$ cat config.mk
export PLATFORM = sky130hd
export DESIGN_NAME = lbpnr_rsp_queue
export DESIGN_NICKNAME = d
export VERILOG_FILES = /design/src/rtl/lbp_nr_uniform_3x3_core_defines.svh /design/src/rtl/lbpnr_pkg.sv /design/src/rtl/lbpnr_rsp_queue.sv
export SDC_FILE = /design/constraint.sdc
export NUM_CORES = 1
export LEC_CHECK = 0
export ABC_CLOCK_PERIOD_IN_PS = 4190
export CORE_MARGIN = 5
export CORE_UTILIZATION = 50
export CTS_BUF_LIST = sky130_fd_sc_hd__clkbuf_8 sky130_fd_sc_hd__clkbuf_16
export CTS_CLUSTER_SIZE = 10
export DETAILED_ROUTE_END_ITERATION = 8
export DONT_BUFFER_PORTS = 1
export GPL_TIMING_DRIVEN = 0
export PLACE_DENSITY = 0.69
export RECOVER_POWER = 50
export SLEW_MARGIN = 20
export SYNTH_ARGS = -nofsm -noshare
export SYNTH_HDL_FRONTEND = slang
export SYNTH_SLANG_ARGS = --single-unit
$ cat constraint.sdc
create_clock -name clock -period 4.19 [get_ports clock]
set_input_delay 0.419 -clock clock [delete_from_list [all_inputs] [get_ports clock]]
set_output_delay 0.419 -clock clock [all_outputs]
set_load 0.01 [all_outputs]
$ cat src/rtl/lbp_nr_uniform_3x3_core_defines.svh
// Assertion macros for the uniform LBP core.
// Included by files that carry concurrent checks; no other dependencies.
`ifndef LBP_NR_UNIFORM_3X3_CORE_DEFINES_SVH
`define LBP_NR_UNIFORM_3X3_CORE_DEFINES_SVH

`ifndef SYNTHESIS
`define LBPNR_ASSERT_NOW(label, clk, rst, ante, cons) \
   label: assert property (@(posedge clk) disable iff (rst) (ante) |-> (cons)) \
      else $error("lbp core check failed");
`define LBPNR_ASSERT_NEXT(label, clk, rst, ante, cons) \
   label: assert property (@(posedge clk) disable iff (rst) (ante) |=> (cons)) \
      else $error("lbp core check failed");
`else
`define LBPNR_ASSERT_NOW(label, clk, rst, ante, cons)
`define LBPNR_ASSERT_NEXT(label, clk, rst, ante, cons)
`endif

`endif

$ cat src/rtl/lbpnr_pkg.sv
// Shared types, constants and the uniform label table of the LBP core.
// No dependencies.
package lbpnr_pkg;

   localparam int MAX_WIDTH_DEFAULT  = 2048;
   localparam int MAX_HEIGHT_DEFAULT = 2048;

   localparam int PIX_W     = 8;
   localparam int LABEL_W   = 5;
   localparam int POS_W     = 11;
   localparam int CSR_W     = 12;
   localparam int CSR_IDX_W = 2;
   localparam int CODE_W    = 7;

   localparam int LINE_WIDTH_RESET   = 640;
   localparam int FRAME_HEIGHT_RESET = 480;

   // result queue
   localparam int RSP_DEPTH = 4;
   localparam int RSP_PTR_W = 2;
   localparam int RSP_CNT_W = 3;

   typedef enum logic [CSR_IDX_W-1:0] {
      CSR_LINE_WIDTH     = 2'd0,
      CSR_FRAME_HEIGHT   = 2'd1,
      CSR_THRESHOLD_BIAS = 2'd2
   } csr_index_type;

   typedef struct packed {
      logic [LABEL_W-1:0] label;
      logic [POS_W-1:0]   row;
      logic [POS_W-1:0]   col;
      logic               last;
   } rsp_type;

   // position tag carried down the pipe alongside a pixel
   typedef struct packed {
      logic             emit;
      logic [POS_W-1:0] row;
      logic [POS_W-1:0] col;
      logic             last;
   } tag_type;

   localparam logic [LABEL_W-1:0] UNIFORM_MAP [128] = '{
      5'd1,  5'd2, 5'd3, 5'd4, 5'd5,  5'd0, 5'd6,  5'd7,
      5'd8,  5'd0, 5'd0, 5'd0, 5'd9,  5'd0, 5'd10, 5'd11,
      5'd12, 5'd0, 5'd0, 5'd0, 5'd0,  5'd0, 5'd0,  5'd0,
      5'd13, 5'd0, 5'd0, 5'd0, 5'd14, 5'd0, 5'd15, 5'd16,
      5'd17, 5'd0, 5'd0, 5'd0, 5'd0,  5'd0, 5'd0,  5'd0,
      5'd0,  5'd0, 5'd0, 5'd0, 5'd0,  5'd0, 5'd0,  5'd0,
      5'd18, 5'd0, 5'd0, 5'd0, 5'd0,  5'd0, 5'd0,  5'd0,
      5'd19, 5'd0, 5'd0, 5'd0, 5'd20, 5'd0, 5'd21, 5'd22,
      5'd23, 5'd0, 5'd0, 5'd0, 5'd0,  5'd0, 5'd0,  5'd0,
      5'd0,  5'd0, 5'd0, 5'd0, 5'd0,  5'd0, 5'd0,  5'd0,
      5'd0,  5'd0, 5'd0, 5'd0, 5'd0,  5'd0, 5'd0,  5'd0,
      5'd0,  5'd0, 5'd0, 5'd0, 5'd0,  5'd0, 5'd0,  5'd0,
      5'd24, 5'd0, 5'd0, 5'd0, 5'd0,  5'd0, 5'd0,  5'd0,
      5'd0,  5'd0, 5'd0, 5'd0, 5'd0,  5'd0, 5'd0,  5'd0,
      5'd25, 5'd0, 5'd0, 5'd0, 5'd0,  5'd0, 5'd0,  5'd0,
      5'd26, 5'd0, 5'd0, 5'd0, 5'd27, 5'd0, 5'd28, 5'd29
   };

   function automatic logic [LABEL_W-1:0] uniform_label(input logic [CODE_W-1:0] code);
      return UNIFORM_MAP[code];
   endfunction

endpackage

$ cat src/rtl/lbpnr_rsp_queue.sv
// Small result queue between the window pipe and the output channel.
// Depends on lbpnr_pkg.
module lbpnr_rsp_queue (
   input  logic                              clock,
   input  logic                              reset,
   input  logic                              push,
   input  lbpnr_pkg::rsp_type                push_data,
   input  logic                              pop,
   output lbpnr_pkg::rsp_type                head,
   output logic [lbpnr_pkg::RSP_CNT_W-1:0]   count
);

   lbpnr_pkg::rsp_type                  q_ff [lbpnr_pkg::RSP_DEPTH];
   logic [lbpnr_pkg::RSP_PTR_W-1:0]     wr_ptr_ff, wr_ptr_in;
   logic [lbpnr_pkg::RSP_PTR_W-1:0]     rd_ptr_ff, rd_ptr_in;
   logic [lbpnr_pkg::RSP_CNT_W-1:0]     count_ff, count_in;

   always_comb begin
      wr_ptr_in = push ? wr_ptr_ff + 1'b1 : wr_ptr_ff;
      rd_ptr_in = pop  ? rd_ptr_ff + 1'b1 : rd_ptr_ff;
      count_in  = count_ff + lbpnr_pkg::RSP_CNT_W'(push) - lbpnr_pkg::RSP_CNT_W'(pop);
   end

   always_ff @(posedge clock) begin
      if (reset) begin
         wr_ptr_ff <= '0;
         rd_ptr_ff <= '0;
         count_ff  <= '0;
      end else begin
         wr_ptr_ff <= wr_ptr_in;
         rd_ptr_ff <= rd_ptr_in;
         count_ff  <= count_in;
      end
   end

   always_ff @(posedge clock) begin
      if (push) begin
         q_ff[wr_ptr_ff] <= push_data;
      end
   end

   assign head  = q_ff[rd_ptr_ff];
   assign count = count_ff;

endmodule

### Word-level counts from Yosys, hierarchy flattened

Memories as Yosys holds them, arrays and structs flattened. A register that Yosys moved wholly into a read port is not among the register bits.
Cells that the tools add are included.

| word-level totals | value |
|---|---|
| flip-flop bits (word level) | 7 |
| output and inout bits | 31 |
| bits in writable memories | 112 |
| logic and storage cells | 12 |
| input bits | 32 |
| memories | 1 |

Memory list:

| memory | words | width | read ports | clocked after memory_dff | write ports | RTL line | text |
|---|---|---|---|---|---|---|---|
| q_ff | 4 | 28 | 1 | 1 | 1 | lbpnr_rsp_queue.sv:13 | `lbpnr_pkg::rsp_type q_ff [lbpnr_pkg::RSP_DEPTH];` |

| cells by class | value |
|---|---|
| add/subtract/negate cells | 4 |
| multiplexer cells | 4 |

Operator list:

| cell | number |
|---|---|
| $add 2x1->2 const B | 2 |
| $mux 2 | 2 |
| $add 3x1->3 | 1 |
| $sub 3x1->3 | 1 |
| $mux 1 | 2 |

### Longest topological paths before layout

| depth | value |
|---|---|
| depth after elaboration | 3 |
| depth in mapped cells | 7 |

### Worst setup path before layout

No wires, ideal clock.

| timing | value |
|---|---|
| path kind | register to register |
| from | reg wr_ptr_ff[0] in the netlist's numbering |
| to | mem q_ff[2][0] in the netlist's numbering (enable) |
| path buffers | 0 |
| path slack | 2560 ps |
| data required time | 3803 ps |
| data arrival time | 1242 ps |
| cell stages (with the launch flop) | 4 |
| path through | dfxtp_1 -> inv_1 -> ha_1 -> and2_1 |

RTL lines:

| element | RTL line | text |
|---|---|---|
| start: declaration | lbpnr_rsp_queue.sv:14 | `logic [lbpnr_pkg::RSP_PTR_W-1:0] wr_ptr_ff, wr_ptr_in;` |
| start signal: assignment | lbpnr_rsp_queue.sv:30 | `wr_ptr_ff <= wr_ptr_in;` |
| end: declaration | lbpnr_rsp_queue.sv:13 |  |

No word-level cell before the write port.

### Worst setup path in the final report

| timing | value |
|---|---|
| from | reg wr_ptr_ff[0] in the netlist's numbering |
| to | mem q_ff[3][6] in the netlist's numbering (enable) |

No word-level cell before the write port.

==> results.md <==
- Slew margin rel.: -0.394
- CP Launch Type: flip-flop
- Final wirelength: 7480 µm
- Post-Syn Area per Cell: 24.3 µm²
- Met3 usage: 0.0512
- Buf/Inv on CP: 0
- Largest net degree at the start of global routing: 29
- Clk sink count: 121
- Delay-heaviest family, CP: simple AND/OR/NAND/NOR gates
- Final hold viol count: 0
- Synth Net Count: 225
- IO buf count: 0
- WL per Instance: 21.1 µm
- Period minus WS final: 2.54 ns
- Vias per cell: 5.42
- Num CTS Buffers: 17
- Synth Register Bits: 121
- First-pass detailed-route iteration total: 4
- Fin crit share: 0.607
- CTS max path bufs: 2
- Final Non-Filler Cells: 355
- Final nets: 273
- Worst Hold Class: in2reg
- Post-route DRC: 0
- GPL Wtd Cong: 0.723
- Clock skew: 0.00567 ns
- Slew @ Worst Pin: 2.09 ns
- Cell count after placement: 294
- Mapped cell area: 4520 µm²
- WP data arrival: 2.62 ns
- Share of cells above drive strength 1: 0.239
- Worst stage delay on the critical path: 1.53 ns
- Initial antenna violation count: 0
- RSZ-0062 raised after global routing: no
- Pleak: 0.00184 µW
- Worst setup EP type: flip-flop
- Critical path type: reg2reg
- Rows: 34
- DRT iter0 DRCs: 48
- Peak supply drop: 0.291 mV
- Die Width: 105 µm
- Worst-path clk slew: 0.06 ns
- H-tree Lvls: 4
- Vias: 1925
- TritonCTS clock tree: done
- Status: finished with violations
- Number of global-route vias before repair: 2162
- CP cell instances: ha_1 -> and2_0
- FF-to-FF setup slack: 1.65 ns
- Postcts setup bufs: 0
- Met2 Use GR: 0.246
- First-pass GRT wire length: 12100 µm
- Antenna cells: 0
- Fmax: 393 MHz
- IO Pins: 63
- Synthesized instance count: 186
- Initial Util: 0.516
- Fin. max-slew vios: 29
- Hpwl dp: 4580 µm
- Max-Cap Viols: 1
- Core footprint: 8760 µm²
- Setup violators final: 0
- Clk_lat worst skew: 0.50 ns
- Gr usage total: 0.146
- Die Height: 105 µm
- Met1 Use GR: 0.174
- Syn. warnings: 0
- Busiest grt layer: met2
- Clock Root Buffer: clkbuf_8
- Worst EP required: 4.27 ns
- Pwr per Cell Area: 547 nW/µm²
- DRT antenna net count: 0
- Yosys cell types: 19
- CP max-delay cell: and2_0
- Register area share after synthesis: 0.784
- Syn-to-layout area delta: 22.0%
- Failing checks: capacitance limit, slew limit
- Sum of negative setup slack: 0 ns
- Die area: 11000 µm²
- Remaining Overflow, GRT: 0
- CP Max Fanout: 28
[layout make-up]
| class | instances | area (µm²) |
|---|---|---|
| Sequential cell | 121 | 3540 |
| Inverter | 6 | 22.5 |
| Clock inverter | 15 | 151 |
| Clock buffer | 17 | 414 |
| Tap cell | 108 | 135 |
| Fill cell | 606 | 3250 |
| Multi-Input combinational cell | 53 | 890 |
| Buffer | 6 | 66.3 |
| Timing Repair Buffer | 29 | 290 |
[power by group]
group	switching [µW]	total [µW]	internal [µW]
Sequential	25.9	1420	1390
Clock	513	1360	845
Combinational	123	243	119
Total	662	3020	2350
[synth_stat cells]
| master | instances | share of area |
|---|---|---|
| a21bo_2 | 1 | 0.0022 |
| a21oi_1 | 1 | 0.0011 |
| and2_1 | 4 | 0.0055 |
| buf_12 | 2 | 0.0089 |
| buf_2 | 3 | 0.0033 |
| buf_6 | 1 | 0.0025 |
| dfxtp_1 | 9 | 0.040 |
| edfxtp_1 | 112 | 0.74 |
| fa_1 | 1 | 0.0044 |
| ha_1 | 6 | 0.017 |
| inv_1 | 6 | 0.0050 |
| mux2i_1 | 1 | 0.0022 |
| mux4_1 | 8 | 0.047 |
| mux4_2 | 20 | 0.10 |
| nand3b_1 | 1 | 0.0017 |
| nor2_1 | 5 | 0.0042 |
| nor2b_1 | 2 | 0.0028 |
| xnor2_1 | 2 | 0.0039 |
| xor3_1 | 1 | 0.0053 |
[cells in the final DEF, fill, tap and decap left out]
cell type and n:
edfxtp_1 112, dlygate4sd3_1 29, mux4_2 20, clkbuf_16 16
dfxtp_1 9, mux4_1 8, inv_1 7, ha_1 6
nor2_1 5, buf_2 3, and2_2 3, clkinv_4 3
clkinvlp_4 3, inv_6 3, buf_12 2, nor2b_1 2
xnor2_1 2, clkinv_1 2, bufinv_16 2, buf_6 1
and2_0 1, a21bo_2 1, nand3b_1 1, a21oi_1 1
mux2i_1 1, xor3_1 1, fa_1 1, clkbuf_8 1
clkinv_2 1
[metal layers]
metal / share of wire / up-vias
li1: - / 879
met1: 0.40 / 985
met4: 0.0094 / 0
met3: 0.053 / 7
met2: 0.54 / 54
met5: 0 / -
[worst paths after layout]
check	start	to	cells after the start
max	wr_ptr_ff[0]$_SDFFE_PP0P_	q_ff[3][6]$_DFFE_PP_	2
min	push	wr_ptr_ff[1]$_SDFFE_PP0P_	2
max reg2reg	wr_ptr_ff[0]$_SDFFE_PP0P_	q_ff[3][6]$_DFFE_PP_	2
min reg2reg	wr_ptr_ff[1]$_SDFFE_PP0P_	wr_ptr_ff[1]$_SDFFE_PP0P_	2
[state kept, by name, indices dropped and copies added, names as in the netlist, named ones only]
register   flops
rd_ptr_ff      2
wr_ptr_ff      2
q_ff         112
count          3
[per-stage QoR]
step / setup slack, ns / util / cell area, µm² / hold slack, ns / power, µW
6_report: 1.65 / 0.629 / 5510 / 0.0815 / 3020
5_1_grt: 1.48 / 0.629 / 5510 / 0.0544 / 3130
4_1_cts: 1.99 / 0.629 / 5510 / 0.0594 / 3050
3_5_place_dp: 2.52 / 0.532 / 4660 / 0.494 / 1660
3_3_place_gp: 2.14 / 0.531 / 4650 / 0.494 / 1640
2_1_floorplan: 2.56 / - / 4520 / 0.491 / 1610
[cells by family after synthesis]
kind of cell	synth area share
multiplexers	0.148
AO/OA/AOI/OAI	0.00332
adder cells (fa/ha/maj)	0.0210
flip-flops	0.784
buffers and inverters	0.0197
XOR/XNOR	0.00914
AND/OR/NAND/NOR	0.0141
[what timing repair did]
| item | in CTS | in global routing |
|---|---|---|
| resized for setup | 0 | 0 |
| hold buffers | 29 | 0 |
| endpoints found under the hold margin | 121 | 0 |
(Power assumes the default switching activity.)
