==> src/rtl/lbp_nr_uniform_3x3_core_defines.svh <==
// Assertion macros for the uniform LBP core.
// Included by files that carry concurrent checks; no other dependencies.
`ifndef LBP_NR_UNIFORM_3X3_CORE_DEFINES_SVH
`define LBP_NR_UNIFORM_3X3_CORE_DEFINES_SVH

`ifndef SYNTHESIS
`define LBPNR_ASSERT_NOW(label, clk, rst, ante, cons) \
   label: assert property (@(posedge clk) disable iff (rst) (ante) |-> (cons)) \
      else $error("lbp core check failed");
`define LBPNR_ASSERT_NEXT(label, clk, rst, ante, cons) \
   label: assert property (@(posedge clk) disable iff (rst) (ante) |=> (cons)) \
      else $error("lbp core check failed");
`else
`define LBPNR_ASSERT_NOW(label, clk, rst, ante, cons)
`define LBPNR_ASSERT_NEXT(label, clk, rst, ante, cons)
`endif

`endif

==> src/rtl/lbpnr_pkg.sv <==
// Shared types, constants and the uniform label table of the LBP core.
// No dependencies.
package lbpnr_pkg;

   localparam int MAX_WIDTH_DEFAULT  = 2048;
   localparam int MAX_HEIGHT_DEFAULT = 2048;

   localparam int PIX_W     = 8;
   localparam int LABEL_W   = 5;
   localparam int POS_W     = 11;
   localparam int CSR_W     = 12;
   localparam int CSR_IDX_W = 2;
   localparam int CODE_W    = 7;

   localparam int LINE_WIDTH_RESET   = 640;
   localparam int FRAME_HEIGHT_RESET = 480;

   // result queue
   localparam int RSP_DEPTH = 4;
   localparam int RSP_PTR_W = 2;
   localparam int RSP_CNT_W = 3;

   typedef enum logic [CSR_IDX_W-1:0] {
      CSR_LINE_WIDTH     = 2'd0,
      CSR_FRAME_HEIGHT   = 2'd1,
      CSR_THRESHOLD_BIAS = 2'd2
   } csr_index_type;

   typedef struct packed {
      logic [LABEL_W-1:0] label;
      logic [POS_W-1:0]   row;
      logic [POS_W-1:0]   col;
      logic               last;
   } rsp_type;

   // position tag carried down the pipe alongside a pixel
   typedef struct packed {
      logic             emit;
      logic [POS_W-1:0] row;
      logic [POS_W-1:0] col;
      logic             last;
   } tag_type;

   localparam logic [LABEL_W-1:0] UNIFORM_MAP [128] = '{
      5'd1,  5'd2, 5'd3, 5'd4, 5'd5,  5'd0, 5'd6,  5'd7,
      5'd8,  5'd0, 5'd0, 5'd0, 5'd9,  5'd0, 5'd10, 5'd11,
      5'd12, 5'd0, 5'd0, 5'd0, 5'd0,  5'd0, 5'd0,  5'd0,
      5'd13, 5'd0, 5'd0, 5'd0, 5'd14, 5'd0, 5'd15, 5'd16,
      5'd17, 5'd0, 5'd0, 5'd0, 5'd0,  5'd0, 5'd0,  5'd0,
      5'd0,  5'd0, 5'd0, 5'd0, 5'd0,  5'd0, 5'd0,  5'd0,
      5'd18, 5'd0, 5'd0, 5'd0, 5'd0,  5'd0, 5'd0,  5'd0,
      5'd19, 5'd0, 5'd0, 5'd0, 5'd20, 5'd0, 5'd21, 5'd22,
      5'd23, 5'd0, 5'd0, 5'd0, 5'd0,  5'd0, 5'd0,  5'd0,
      5'd0,  5'd0, 5'd0, 5'd0, 5'd0,  5'd0, 5'd0,  5'd0,
      5'd0,  5'd0, 5'd0, 5'd0, 5'd0,  5'd0, 5'd0,  5'd0,
      5'd0,  5'd0, 5'd0, 5'd0, 5'd0,  5'd0, 5'd0,  5'd0,
      5'd24, 5'd0, 5'd0, 5'd0, 5'd0,  5'd0, 5'd0,  5'd0,
      5'd0,  5'd0, 5'd0, 5'd0, 5'd0,  5'd0, 5'd0,  5'd0,
      5'd25, 5'd0, 5'd0, 5'd0, 5'd0,  5'd0, 5'd0,  5'd0,
      5'd26, 5'd0, 5'd0, 5'd0, 5'd27, 5'd0, 5'd28, 5'd29
   };

   function automatic logic [LABEL_W-1:0] uniform_label(input logic [CODE_W-1:0] code);
      return UNIFORM_MAP[code];
   endfunction

endpackage

==> src/rtl/lbpnr_code.sv <==
// Threshold, eight neighbour compares, fold and uniform label lookup.
// Depends on lbpnr_pkg.
module lbpnr_code (
   input  logic [3*lbpnr_pkg::PIX_W-1:0] win_top,
   input  logic [3*lbpnr_pkg::PIX_W-1:0] win_mid,
   input  logic [3*lbpnr_pkg::PIX_W-1:0] win_bot,
   input  logic [lbpnr_pkg::PIX_W-1:0]   bias,
   output logic [lbpnr_pkg::LABEL_W-1:0] label
);

   logic [lbpnr_pkg::PIX_W-1:0]  th;
   logic [7:0]                   code;
   logic [lbpnr_pkg::CODE_W-1:0] folded;

   always_comb begin
      th      = win_mid[15:8] + bias;
      code[7] = win_top[23:16] > th;
      code[6] = win_top[15:8]  > th;
      code[5] = win_top[7:0]   > th;
      code[4] = win_mid[23:16] > th;
      code[3] = win_mid[7:0]   > th;
      code[2] = win_bot[23:16] > th;
      code[1] = win_bot[15:8]  > th;
      code[0] = win_bot[7:0]   > th;
      // fold upper half: 255 - code is the bitwise complement
      folded  = code[7] ? ~code[6:0] : code[6:0];
      label   = lbpnr_pkg::uniform_label(folded);
   end

endmodule

==> config.mk <==
export PLATFORM = sky130hd
export DESIGN_NAME = lbpnr_code
export DESIGN_NICKNAME = d
export VERILOG_FILES = /design/src/rtl/lbp_nr_uniform_3x3_core_defines.svh /design/src/rtl/lbpnr_pkg.sv /design/src/rtl/lbpnr_code.sv
export SDC_FILE = /design/constraint.sdc
export NUM_CORES = 1
export LEC_CHECK = 0
export BUFFER_PORTS_ARGS = -buffer_cell sky130_fd_sc_hd__buf_2
export CAP_MARGIN = 10
export CELL_PAD_IN_SITES_DETAIL_PLACEMENT = 1
export CELL_PAD_IN_SITES_GLOBAL_PLACEMENT = 1
export CORE_MARGIN = 3
export CORE_UTILIZATION = 35
export DETAILED_ROUTE_END_ITERATION = 12
export PLACE_DENSITY = 0.88
export SKIP_LAST_GASP = 1
export SYNTH_ARGS = -nofsm -noshare
export SYNTH_HDL_FRONTEND = slang
export SYNTH_SLANG_ARGS = --single-unit
==> constraint.sdc <==
create_clock -name vclk -period 3.6
set_clock_uncertainty 0.1 [all_clocks]
set_input_delay 0 -clock vclk [all_inputs]
set_output_delay 0 -clock vclk [all_outputs]
set_load 0.02 [all_outputs]
Yosys cells after proc, flatten, opt, wreduce, memory -nomap -nowiden
Memories as Yosys holds them, arrays and structs flattened.
Index checks and enable logic that the tools add are counted.
{"block": "totals", "regBits": 0, "rom_bits": 640, "input_bits": 80, "out_inout_bits": 5, "elab_cells": 16, "n_memories": 1}
{"name": "(no name shown)", "words": 128, "word_bits": 5, "read_ports": 1, "rd_ports_with_merged_regs": 0, "wr": 0, "line": "lbpnr_pkg.sv:64", "rtl": "return UNIFORM_MAP[code];"}
{"block": "classes", "n_addsub": 1, "n_lt_le_gt_ge": 9, "mux": 3, "n_bitwise": 2}
{"operator": "$gt A8 B8 Y1", "count": 8}
{"operator": "$mux W5", "count": 2}
{"operator": "$add A8 B8 Y8", "count": 1}
{"operator": "$ge A8 B8 Y1 const B", "count": 1}
{"operator": "$not A7 Y8", "count": 1}
{"operator": "$mux W7", "count": 1}
{"operator": "$not A7 Y7", "count": 1}

Logic depth before layout (Yosys ltp)
Gate-level depths: netlist of the first run.
{"block": "logic_depth", "word_depth": 8, "mapped_depth": 19, "depth_no_buf": 19}

Worst setup path after synthesis of the first run
No wires, ideal clock.
{"block": "synth_timing", "path_kind": "input -> output", "start": "input port win_mid[8] (netlist bit)", "end": "output port label[2] (netlist bit)", "t_arrival_ns": 4.033, "t_required_ns": 3.500, "setup_slack_ns": -0.533, "stages": 16, "n_path_buf": 0, "path_cell_list": "ha_1 -> fa_1 -> a21o_1 -> a21oi_1 -> xor2_1 -> ha_1 -> and3_1 -> o21ai_0 -> a31oi_1 -> maj3_2 -> a211oi_4 -> nand2_2 -> or4_4 -> a21boi_2 -> nor2_1 -> a221oi_2"}
{"block": "synth_between", "elab_chain_len": 8, "word_cells_on_any_way": 15, "cone_classes": "1 x add/sub; 8 x order compare; 3 x mux; 2 x bitwise; 1 x memory"}
{"element": "start: declaration", "line": "lbpnr_code.sv:5", "rtl": "input logic [3*lbpnr_pkg::PIX_W-1:0] win_mid,"}
{"element": "$add A8 B8 Y8 *", "line": "lbpnr_code.sv:16", "rtl": "th = win_mid[15:8] + bias;"}
{"element": "$gt A8 B8 Y1 (tied with other cells)", "line": "lbpnr_code.sv:24", "rtl": "code[0] = win_bot[7:0] > th;"}
{"element": "$not A7 Y7", "line": "lbpnr_code.sv:26", "rtl": "folded = code[7] ? ~code[6:0] : code[6:0];"}
{"element": "$mux W7 *", "line": "lbpnr_code.sv:26"}
{"element": "$not A7 Y8 (not written as such) *", "line": "lbpnr_pkg.sv:64"}
{"element": "$mem_v2 Z128 W5 *"}
{"element": "$mux W5 (not written as such) * (2 in series)", "line": "lbpnr_pkg.sv:64"}
{"element": "end: declaration", "line": "lbpnr_code.sv:8", "rtl": "output logic [lbpnr_pkg::LABEL_W-1:0] label"}
Every way passes the cells marked *; elsewhere a longest branch is shown, timed or not. The select of a mux whose other input is x is not followed.

Worst setup path after layout of the first run
{"block": "layout_timing", "start": "input port bias[0] (netlist bit)", "end": "output port label[1] (netlist bit)"}
{"block": "layout_between", "elab_chain_len": 8, "word_cells_on_any_way": 15, "cone_classes": "1 x add/sub; 8 x order compare; 3 x mux; 2 x bitwise; 1 x memory"}
{"element": "start: declaration", "line": "lbpnr_code.sv:7", "rtl": "input logic [lbpnr_pkg::PIX_W-1:0] bias,"}
{"element": "$add A8 B8 Y8 *", "line": "lbpnr_code.sv:16"}
{"element": "$gt A8 B8 Y1 (tied with other cells)", "line": "lbpnr_code.sv:24"}
{"element": "$not A7 Y7", "line": "lbpnr_code.sv:26"}
{"element": "$mux W7 *", "line": "lbpnr_code.sv:26"}
{"element": "$not A7 Y8 (not written as such) *", "line": "lbpnr_pkg.sv:64"}
{"element": "$mem_v2 Z128 W5 *"}
{"element": "$mux W5 (not written as such) * (2 in series)", "line": "lbpnr_pkg.sv:64"}
Marks and branches as above.

==> results of run 1 <==
-- cell usage after synthesis (3+ instances only) --
| cell | n |
|---|---|
| nand3_1 | 8 |
| a211o_1 | 3 |
| o21a_1 | 3 |
| xor2_1 | 3 |
| a21o_1 | 7 |
| xnor2_2 | 3 |
| xnor3_1 | 3 |
| ha_1 | 59 |
| xnor2_1 | 14 |
| o21ai_1 | 3 |
| nand2b_1 | 4 |
| and2_1 | 6 |
| and3_1 | 7 |
| buf_6 | 3 |
| nor4_1 | 3 |
| a21oi_1 | 19 |
| a31oi_1 | 7 |
| a21boi_0 | 4 |
| nor2_1 | 11 |
| nand2_1 | 14 |
| o21ai_0 | 7 |
| a41oi_1 | 4 |
| nand4_1 | 10 |
| nor2b_1 | 8 |
| or2_2 | 3 |
| nor3_1 | 5 |
| inv_1 | 19 |
-- layout make-up --
class	count	area, sq um	area share [%]
inverters	19	71.32	1.626
multi-input cells	280	2972	67.74
well taps	96	120.1	2.738
repair buffers	179	1224	27.89
-- metal layers --
metal	track usage [%]	routed length, um	vias to the layer above
met4	14.82	1515	0
met2	61.56	7929	271
met3	3.728	1223	122
met1	31.91	5528	1751
met5	0	0	-
li1	-	-	1535
-- power by group through the flow --
stage / registers [uW] / logic, uW / clock network (uW)
floorplan: 0 / 1230 / 0
global placement: 0 / 1970 / 0
detailed placement: 0 / 2110 / 0
CTS: 0 / 2400 / 0
global route: 0 / 3120 / 0
finish: 0 / 3010 / 0
-- timing repair --
action,4_1_cts,5_1_grt
pin swaps,23,16
hold buffers,0,0
endpoints found under the setup margin,5,5
cloned,0,1
resized for setup,36,43
buffers inserted,10,7
endpoints found under the hold margin,0,0
-- kinds of logic (layout without fill, tap and decap cells) --
logic type,Yosys count,count (layout)
muxes,2,2
xor gates and xnor gates,25,26
buffers and inverters,25,198
adders and majority gates,63,63
and+or+nand+nor,91,91
AOI/OAI and AO/OA,98,98
-- stage by stage --
step / utilization [%] / cell area [sq um] / total power, uW / instances
after floorplan: - / 2688 / 1231 / 304
after global placement: 54.86 / 3789 / 1972 / 557
after detailed placement: 54.86 / 3789 / 2107 / 557
after CTS: 58.80 / 4061 / 2401 / 566
after global routing: 63.51 / 4387 / 3117 / 574
final: 63.51 / 4387 / 3013 / 574
-- final timing paths --
check,endpoint,start,slack (ns),cells past startpoint
setup / recovery,label[1],bias[0],-0.79,21
hold / removal,label[2],win_bot[14],0.91,9
-- critical path, cell delays in order --
cell,delay (ns)
buf_6,0.10
ha_4,0.16
fa_2,0.35
a21o_1,0.24
a21oi_4,0.25
xor2_4,0.29
buf_6,0.15
ha_4,0.14
nand2_1,0.08
a21oi_1,0.28
o21ai_0,0.20
a221oi_2,0.45
o21ai_4,0.11
buf_4,0.16
xnor2_1,0.11
buf_4,0.17
nor4_2,0.31
a32o_1,0.29
a21oi_4,0.07
o32ai_4,0.22
buf_6,0.17
==> impl_summary.txt, run 1 <==
----------------------------------------------------
[Cells and area]
  Net count, final ... 620
  Final-layout fill cell count ... 813
  CLK BUF ... 0
  Area growth from synthesis to layout ... 72.54%
  Antenna cell count ... 0
  Total area of sequential cells ... 0 sq um
  Sequential cell count of the final layout ... 0
  Leading cell type in the layout, fill and taps excluded ... buf_4
  Fraction of final layout cells sized beyond drive strength 1 ... a little under three fifths
  Most frequent cells in the layout ... buf_4 (88), buf_2 (78), ha_1 (50)

[GRT]
  GR Overflow Total ... 0
  Via count of the first global-routing pass ... 4,028
  Largest net degree at the start of global routing ... 11
  Global routing usage summed across all routing layers ... 31.18%
  Initial antenna violation count ... 0
  Global-route wire length before repair ... 20,710 um

[Setup path]
  CP Max Fanout ... 6
  Nature of the critical path endpoint ... output port
  Critical path startpoint category ... input pin
  Required time of the worst setup path ... 3.50 ns
  Setup CP Type ... input pin to output port
  Arrival time of the worst setup path ... approximately 4.3 ns

[STA]
  Crit share post-route ... 122.0%
  Transition at the pin with the smallest max-transition slack ... approximately 0.72 ns
  # setup viols final ... 5
  Max_slew headroom ... approximately half
  RSZ-0062 raised after global routing ... yes
  Slack of the critical path ... -0.7927 ns
  Total Neg Setup Slack ... -3.498 ns
  Max-slew violation count ... 0
  Final hold violation count ... 0
  Tmin final ... ~4.4 ns
  Maximum frequency from static timing analysis ... approximately 0.23 GHz
  Post-route worst hold slack ... 0.9052 ns

[Synth]
  Post-synthesis share of cell area spent on and, or, nand and nor gates ... 20.37%
  Number of warnings issued by yosys ... 0
  Mapped Nets ... roughly 440
  Post-synthesis instance area ... 2542 sq um
  Mean Syn Cell Area ... about 8.4 sq um
  Adder and majority cell fraction of the synthesized area ... a little under a third
  Seq/Total Area, Yosys ... 0%
  Number of instances in the synthesized netlist ... about 300
  Cell type with the highest aggregate area in the netlist ... ha_1
  Dominant combinational cell family by area after synthesis ... adder cells
  Main area contributors after synthesis ... ha_1 (29%), xnor2_1 (4.8%), a21oi_1 (3.7%)
  Mux share of post-synthesis cell area ... less than 1%
  Cell variety after synth ... 76
  Synth Area in Compound Gates ... 30.81%
  Area share of the largest cell type after synthesis ... 29.04%
  Fraction of synthesized cell area in xor and xnor cells ... between 10% and 20%

[Floorplan]
  Top Ports ... 85
  Die width ... roughly 91 um
  Effective utilization at floorplan ... approximately 37%
  Core area ... 6907 sq um
  Total die area ... 8323 sq um
  Standard-cell row count ... 30
  Vert. Die Dim ... 91.23 um

[Placed design]
  Final weighted congestion of routability-driven global placement ... roughly 0.89
  Port-buffer cells ... 85
  Half-perimeter wire length after placement ... around 9400 um
  Post-Place Worst Slack ... -0.4980 ns

[Routing]
  Routed via count ... ~3,700
  DRC violation total after the first TritonRoute iteration ... ~270
  Wire length per cell after detailed routing ... approximately 28 um
  Overall routed net length ... around 16,000 um
  Remaining DRCs ... 0
  Drt pass-1 iters ... 5
  Antenna-violating nets left ... 0
  Post-detailed-route via-to-cell ratio ... 6.409

[Pwr]
  LEAKAGE ... about 0.0021 uW
  Switching pwr ... 1604 uW
  Combinational cell fraction of total power ... 100.0%
  Power per cell area ... approximately 700 nW/um^2
  Clock share of power ... 0%
  Sequential share of power ... 0%
  Maximum vdd ir drop ... 0.2712 mV
  Switching part of the total power ... between 50 and 60%
  Internal Power ... ~1400 uW

[Status]
  Violated checks ... setup timing
  Outcome ... finished with violations

[Hold path]
  Min-delay worst type ... input pin to output port

[Flow run]
  Number of max-cap violations ... 0

----------------------------------------------------
(Power assumes the default switching activity.)
==> inputs of run 2 (changes only) <==
--- a/config.mk
+++ b/config.mk
@@ -9,7 +9,7 @@
 export CAP_MARGIN = 10
 export CELL_PAD_IN_SITES_DETAIL_PLACEMENT = 1
 export CELL_PAD_IN_SITES_GLOBAL_PLACEMENT = 1
-export CORE_MARGIN = 3
+export CORE_MARGIN = 2
 export CORE_UTILIZATION = 35
 export DETAILED_ROUTE_END_ITERATION = 12
 export PLACE_DENSITY = 0.88
==> run 2 against run 1 <==
Against the previous run: the flow still finishes with violations (setup timing); power rose by 0.23%; flip-flop and latch count unchanged; core utilization decreased by 0.19 points; maximum frequency up 4.5%; die area down 4.3%; hold slack better by 0.036 ns; sequential share of layout area unchanged; clock-buffer cell count unchanged; highest routed layer unchanged.
==> impl_summary.txt, run 2 (synthesized netlist as in run 1, its figures left out) <==
----------------------------------------------------
[STA]
  Post-route worst hold slack ... 0.9416 ns (was 0.9052 ns)
  Max_slew headroom ... 53.53% (was 51.35%)
  Final hold violation count ... 0 (unchanged)
  Transition at the pin with the smallest max-transition slack ... 0.6921 ns (was 0.7245 ns)
  Crit share post-route ... 116.8% (was 122.0%)
  Maximum frequency from static timing analysis ... 0.2378 GHz (was 0.2277 GHz)
  Tmin final ... 4.205 ns (was 4.393 ns)
  Slack of the critical path ... -0.6046 ns (was -0.7927 ns)
  # setup viols final ... 5 (unchanged)
  RSZ-0062 raised after global routing ... yes (unchanged)
  Max-slew violation count ... 0 (unchanged)

[Cells and area]
  Leading cell type in the layout, fill and taps excluded ... buf_4 (unchanged)
  Sequential cell count of the final layout ... 0 (unchanged)
  Non-Filler Cell Area, Final ... 4519 sq um (was 4387 sq um)
  Area growth from synthesis to layout ... 77.76% (was 72.54%)
  CLK BUF ... 0 (unchanged)
  Net count, final ... 626 (was 620)
  Most frequent cells in the layout ... buf_4 (93), buf_2 (76), ha_1 (45) (was buf_4 (88), buf_2 (78), ha_1 (50))
  Cell Count, Final, Fillers Out ... 586 (was 574)
  Total area of sequential cells ... 0 sq um (unchanged)
  Fraction of final layout cells sized beyond drive strength 1 ... 57.64% (was 55.02%)
  Total area of multi-input combinational cells ... 3020 sq um (was 2972 sq um)
  Final-layout fill cell count ... 854 (was 813)

[GRT]
  Via count of the first global-routing pass ... 3,853 (was 4,028)
  Global-route wire length before repair ... 19,760 um (was 20,710 um)
  Global routing usage summed across all routing layers ... 32.47% (was 31.18%)
  Grt met3 use ... 2.862% (was 3.728%)
  Most used routing layer ... met2 (unchanged)
  Initial antenna violation count ... 3 (was 0)
  Largest net degree at the start of global routing ... 10 (was 11)
  GR Util met2 ... 62.69% (was 61.56%)
  GR Overflow Total ... 0 (unchanged)
  Met1 Use GR ... 35.25% (was 31.91%)

[Routing]
  Post-detailed-route via-to-cell ratio ... 6.299 (was 6.409)
  Drt pass-1 iters ... 4 (was 5)
  DRC violation total after the first TritonRoute iteration ... 209 (was 272)
  Routed via count ... 3,691 (was 3,679)
  Remaining DRCs ... 0 (unchanged)
  Antenna-violating nets left ... 0 (unchanged)
  Overall routed net length ... 15,950 um (was 16,200 um)
  Wire length per cell after detailed routing ... 27.23 um (was 28.22 um)

[Status]
  Violated checks ... setup timing (unchanged)
  Outcome ... finished with violations (unchanged)

[Setup path]
  Required time of the worst setup path ... 3.50 ns (about the same)
  Count of buffering cells on the critical path with inverters included ... 7 (was 5)
  Nature of the critical path endpoint ... output port (unchanged)
  CP Max Fanout ... 5 (was 6)
  Critical path startpoint category ... input pin (unchanged)
  Slowest Stage Delay on Critical Path ... 0.37 ns (was 0.45 ns)
  Most frequent CP cell ... buf_4 (was buf_6)
  Dominant delay contributor by cell family on the critical path ... compound AO/OA/AOI/OAI gates (unchanged)
  Worst-path cell with the longest stage delay ... fa_2 (was a221oi_2)
  Arrival time of the worst setup path ... 4.10 ns (was 4.29 ns)
  Setup CP Type ... input pin to output port (unchanged)
  CP cell instances ... buf_6 -> ha_4 -> fa_2 -> a21o_1 -> a21oi_2 -> xor2_2 -> buf_4 -> ha_4 -> buf_4 -> a21o_1 -> o21ai_0 -> a221oi_2 -> o21ai_4 -> buf_6 -> xnor2_1 -> buf_4 -> buf_4 -> and3_1 -> a21oi_1 -> o21a_1 -> o32ai_4 -> buf_6 (was buf_6 -> ha_4 -> fa_2 -> a21o_1 -> a21oi_4 -> xor2_4 -> buf_6 -> ha_4 -> nand2_1 -> a21oi_1 -> o21ai_0 -> a221oi_2 -> o21ai_4 -> buf_4 -> xnor2_1 -> buf_4 -> nor4_2 -> a32o_1 -> a21oi_4 -> o32ai_4 -> buf_6)

[Placed design]
  Number of placed instances with taps included ... 564 (was 557)
  Port-buffer cells ... 85 (unchanged)
  Final weighted congestion of routability-driven global placement ... 0.9416 (was 0.8895)
  Post-placement cell area ... 3822 sq um (was 3789 sq um)
  Post-Place Worst Slack ... -0.5523 ns (was -0.4980 ns)
  Half-perimeter wire length after placement ... 9365 um (was 9446 um)

[Flow run]
  Number of max-cap violations ... 0 (unchanged)

[Floorplan]
  Core area ... 7137 sq um (was 6907 sq um)
  Top Ports ... 85 (unchanged)
  Standard-cell row count ... 31 (was 30)
  Vert. Die Dim ... 89.23 um (was 91.23 um)
  Total die area ... 7962 sq um (was 8323 sq um)
  Effective utilization at floorplan ... 35.62% (was 36.81%)
  Die width ... 89.23 um (was 91.23 um)

[Pwr]
  LEAKAGE ... 0.002112 uW (was 0.002070 uW)
  Power per cell area ... 668.2 nW/um^2 (was 686.8 nW/um^2)
  Tot Pwr ... 3020 uW (was 3013 uW)
  Maximum vdd ir drop ... 0.2778 mV (was 0.2712 mV)

[Clock network]
  Cts-stage hold buffer count ... 0 (unchanged)

[Hold path]
  Min-delay worst type ... input pin to output port (unchanged)

----------------------------------------------------
[run 2: cell types whose count changed in the layout (fill, tap and decap cells not counted), moves of 3 or more]
cell / change
nand3_2: -3
ha_1: -5
a21oi_1: +3
nand3_1: +3
ha_4: +4
diode_2: +3
buf_4: +5
buf_6: +4
[run 2: area by class of cell]
class / count / area share (%)
Inverter: 19 / 1.578
Timing Repair Buffer: 186 / 28.68
Antenna cell: 3 / 0.1661
Tap cell: 99 / 2.741
Multi-Input combinational cell: 279 / 66.83
[run 2: worst paths after layout]
kind	start	to	slack (ns)	cells past startpoint
min	win_bot[14]	label[2]	0.94	9
max	win_mid[8]	label[1]	-0.60	22
[run 2: layer usage]
metal  share of wire (%)  wire length (um)
met1                  36              5730
met2                  50              7930
met3                 6.3              1010
met4                 8.0              1283
met5                   0                 0
[run 2: per-stage QoR]
| stage | setup TNS, ns | utilization (%) |
|---|---|---|
| 2_1_floorplan | -0.5088 | - |
| 3_3_place_gp | -1.999 | 53.56 |
| 3_5_place_dp | -2.622 | 53.56 |
| 4_1_cts | -1.673 | 58.50 |
| 5_1_grt | -3.232 | 63.32 |
| 6_report | -2.766 | 63.32 |
[run 2: timing repair]
action                                  in CTS  in global routing
resized for setup                           48                 48
buffers inserted                            12                 11
pin swaps                                   37                 33
endpoints found under the setup margin       5                  5
endpoints found under the hold margin        0                  0
[run 2: power by group]
group | switching (uW) | internal (uW)
sequential | 0 | 0
clock | 0 | 0.000112
combinational | 1590 | 1430
total | 1590 | 1430
==> inputs of run 3 (changes only) <==
--- a/config.mk
+++ b/config.mk
@@ -10,9 +10,9 @@
 export CELL_PAD_IN_SITES_DETAIL_PLACEMENT = 1
 export CELL_PAD_IN_SITES_GLOBAL_PLACEMENT = 1
 export CORE_MARGIN = 2
-export CORE_UTILIZATION = 35
+export CORE_UTILIZATION = 42
 export DETAILED_ROUTE_END_ITERATION = 12
-export PLACE_DENSITY = 0.88
+export PLACE_DENSITY = 0.95
 export SKIP_LAST_GASP = 1
 export SYNTH_ARGS = -nofsm -noshare
 export SYNTH_HDL_FRONTEND = slang
==> constraint.sdc (replaced) <==
create_clock -name vclk -period 5.14
set_clock_uncertainty 0.1 [all_clocks]
set_input_delay 0 -clock vclk [all_inputs]
set_output_delay 0 -clock vclk [all_outputs]
set_load 0.02 [all_outputs]
==> run 3 against run 2 <==
Against the previous run: the flow now finishes without violations; first-iteration DRC count shrank 46%; via count down 25%; final area fell by 33%; combinational power fell by 66%; critical path depth decreased by 3; flip-flop and latch count unchanged; hold slack lost 0.082 ns; die area fell by 16%; global-route usage shrank 7.2 points; worst setup slack improved by 1.1 ns; sequential share of layout area unchanged.
==> impl_summary.txt, run 3 (synthesized netlist as in run 1, its figures left out) <==
----------------------------------------------------
[Status]
  Outcome ... finished, final reports clean (was finished with violations)

[Cells and area]
  Fraction of final layout cells sized beyond drive strength 1 ... 29.64% (was 57.64%)
  Antenna cell count ... 0 (was 3)
  Total area of sequential cells ... 0 sq um (unchanged)
  Final-layout fill cell count ... 772 (was 854)
  Leading cell type in the layout, fill and taps excluded ... buf_2 (was buf_4)
  Net count, final ... 530 (was 626)
  Cell Count, Final, Fillers Out ... 463 (was 586)
  Most frequent cells in the layout ... buf_2 (85), ha_1 (59), inv_1 (19), a21oi_1 (19) (was buf_4 (93), buf_2 (76), ha_1 (45))
  Sequential cell count of the final layout ... 0 (unchanged)
  Area growth from synthesis to layout ... 19.88% (was 77.76%)
  CLK BUF ... 0 (unchanged)

[Floorplan]
  Core area ... 5886 sq um (was 7137 sq um)
  Top Ports ... 85 (unchanged)
  Effective utilization at floorplan ... 43.20% (was 35.62%)
  Die width ... 81.81 um (was 89.23 um)
  Total die area ... 6692 sq um (was 7962 sq um)
  Vert. Die Dim ... 81.81 um (was 89.23 um)
  Standard-cell row count ... 28 (was 31)

[Routing]
  Remaining DRCs ... 0 (unchanged)
  DRC violation total after the first TritonRoute iteration ... 113 (was 209)
  Overall routed net length ... 8394 um (was 15,950 um)
  Routed via count ... 2,782 (was 3,691)
  Drt pass-1 iters ... 4 (unchanged)
  Wire length per cell after detailed routing ... 18.13 um (was 27.23 um)
  Post-detailed-route via-to-cell ratio ... 6.009 (was 6.299)
  Antenna-violating nets left ... 0 (unchanged)

[STA]
  Maximum frequency from static timing analysis ... ~0.21 GHz
  Crit share post-route ... between 90% and 100%
  Max_slew headroom ... 30.43% (was 53.53%)
  Final hold violation count ... 0 (unchanged)
  Tmin final ... 4.677 ns
  # setup viols final ... 0 (was 5)
  RSZ-0062 raised after global routing ... no (was yes)
  Total Neg Setup Slack ... 0 ns (was -2.766 ns)
  Max-slew violation count ... 0 (unchanged)
  Transition at the pin with the smallest max-transition slack ... 1.036 ns (was 0.6921 ns)

[Placed design]
  Port-buffer cells ... 85 (unchanged)
  Half-perimeter wire length after placement ... 7147 um (was 9365 um)
  Final weighted congestion of routability-driven global placement ... 0.8941 (was 0.9416)
  Number of placed instances with taps included ... 463 (was 564)

[Pwr]
  Power per cell area ... 338.4 nW/um^2 (was 668.2 nW/um^2)
  Tot Pwr ... 1031 uW (was 3020 uW)
  LEAKAGE ... 0.001518 uW (was 0.002112 uW)
  Maximum vdd ir drop ... 0.1499 mV (was 0.2778 mV)

[Setup path]
  CP Max Fanout ... 12 (was 5)
  Dominant delay contributor by cell family on the critical path ... compound AO/OA/AOI/OAI gates (unchanged)
  Most frequent CP cell ... ha_1 (was buf_4)
  Worst-path cell with the longest stage delay ... xnor2_1 (was fa_2)
  Slowest Stage Delay on Critical Path ... 0.65 ns (was 0.37 ns)
  Critical path startpoint category ... input pin (unchanged)
  Setup CP Type ... input pin to output port (unchanged)
  Arrival time of the worst setup path ... 4.58 ns (was 4.10 ns)
  Count of buffering cells on the critical path with inverters included ... 2 (was 7)
  Required time of the worst setup path ... 5.04 ns (was 3.50 ns)
  CP cell instances ... buf_2 -> ha_1 -> a21o_1 -> a21oi_4 -> o21bai_1 -> a21oi_1 -> xnor2_1 -> ha_1 -> and2_1 -> a41oi_1 -> o21a_1 -> a221o_2 -> xnor2_4 -> ha_1 -> nor2_1 -> nor4b_1 -> a211o_1 -> a32oi_1 -> buf_2 (was buf_6 -> ha_4 -> fa_2 -> a21o_1 -> a21oi_2 -> xor2_2 -> buf_4 -> ha_4 -> buf_4 -> a21o_1 -> o21ai_0 -> a221oi_2 -> o21ai_4 -> buf_6 -> xnor2_1 -> buf_4 -> buf_4 -> and3_1 -> a21oi_1 -> o21a_1 -> o32ai_4 -> buf_6)
  Nature of the critical path endpoint ... output port (unchanged)

[GRT]
  Via count of the first global-routing pass ... 3,027 (was 3,853)
  GR Overflow Total ... 0 (unchanged)
  Global routing usage summed across all routing layers ... 25.26% (was 32.47%)
  Largest net degree at the start of global routing ... 15 (was 10)
  Initial antenna violation count ... 0 (was 3)
  Global-route wire length before repair ... 13,440 um (was 19,760 um)

[Clock network]
  Count of instances resized after the clock tree is built ... 0 (was 48)
  Cts-stage hold buffer count ... 0 (unchanged)
  Post-CTS repair timing setup buffer count ... 0 (was 12)

[Flow run]
  Number of max-cap violations ... 0 (unchanged)

[Hold path]
  Min-delay worst type ... input pin to output port (unchanged)

----------------------------------------------------
run 3: stage by stage:
step,util (%),instance area (sq um),setup slack (ns),hold slack [ns]
floorplan,-,2542,1.007,0.4673
global placement,51.79,3048,0.7199,0.8037
detailed placement,51.79,3048,0.5225,0.8276
CTS,51.79,3048,0.4946,0.8315
global route,51.79,3048,0.1309,0.9091
finish,51.79,3048,0.4629,0.8599
run 3: per-layer routing:
metal	share of wire (%)	track usage (%)	vias to the layer above
met5	0	0	-
met1	42	28.51	1325
met2	52	50.65	81
li1	-	-	1352
met3	2.8	0.9890	24
met4	2.8	6.833	0
run 3: final timing paths:
path	end	start	slack (ns)	cells after the start
hold / removal	label[2]	win_bot[14]	0.86	8
setup / recovery	label[0]	win_mid[12]	0.46	19
run 3: final cells by class:
type                       instances  area [sq um]  area share (%)
inverter                          19         71.32           2.340
multi-input combinational        279          2420           79.39
tap                               75         93.84           3.079
timing repair buffer              90         462.9           15.19
run 3: where the power goes:
group          switching (uW)  internal [uW]  total [uW]  leakage (uW)
Sequential                  0              0           0             0
Clock                       0              0           0             0
Combinational             615            417        1030       0.00152
Total                     615            417        1030       0.00152
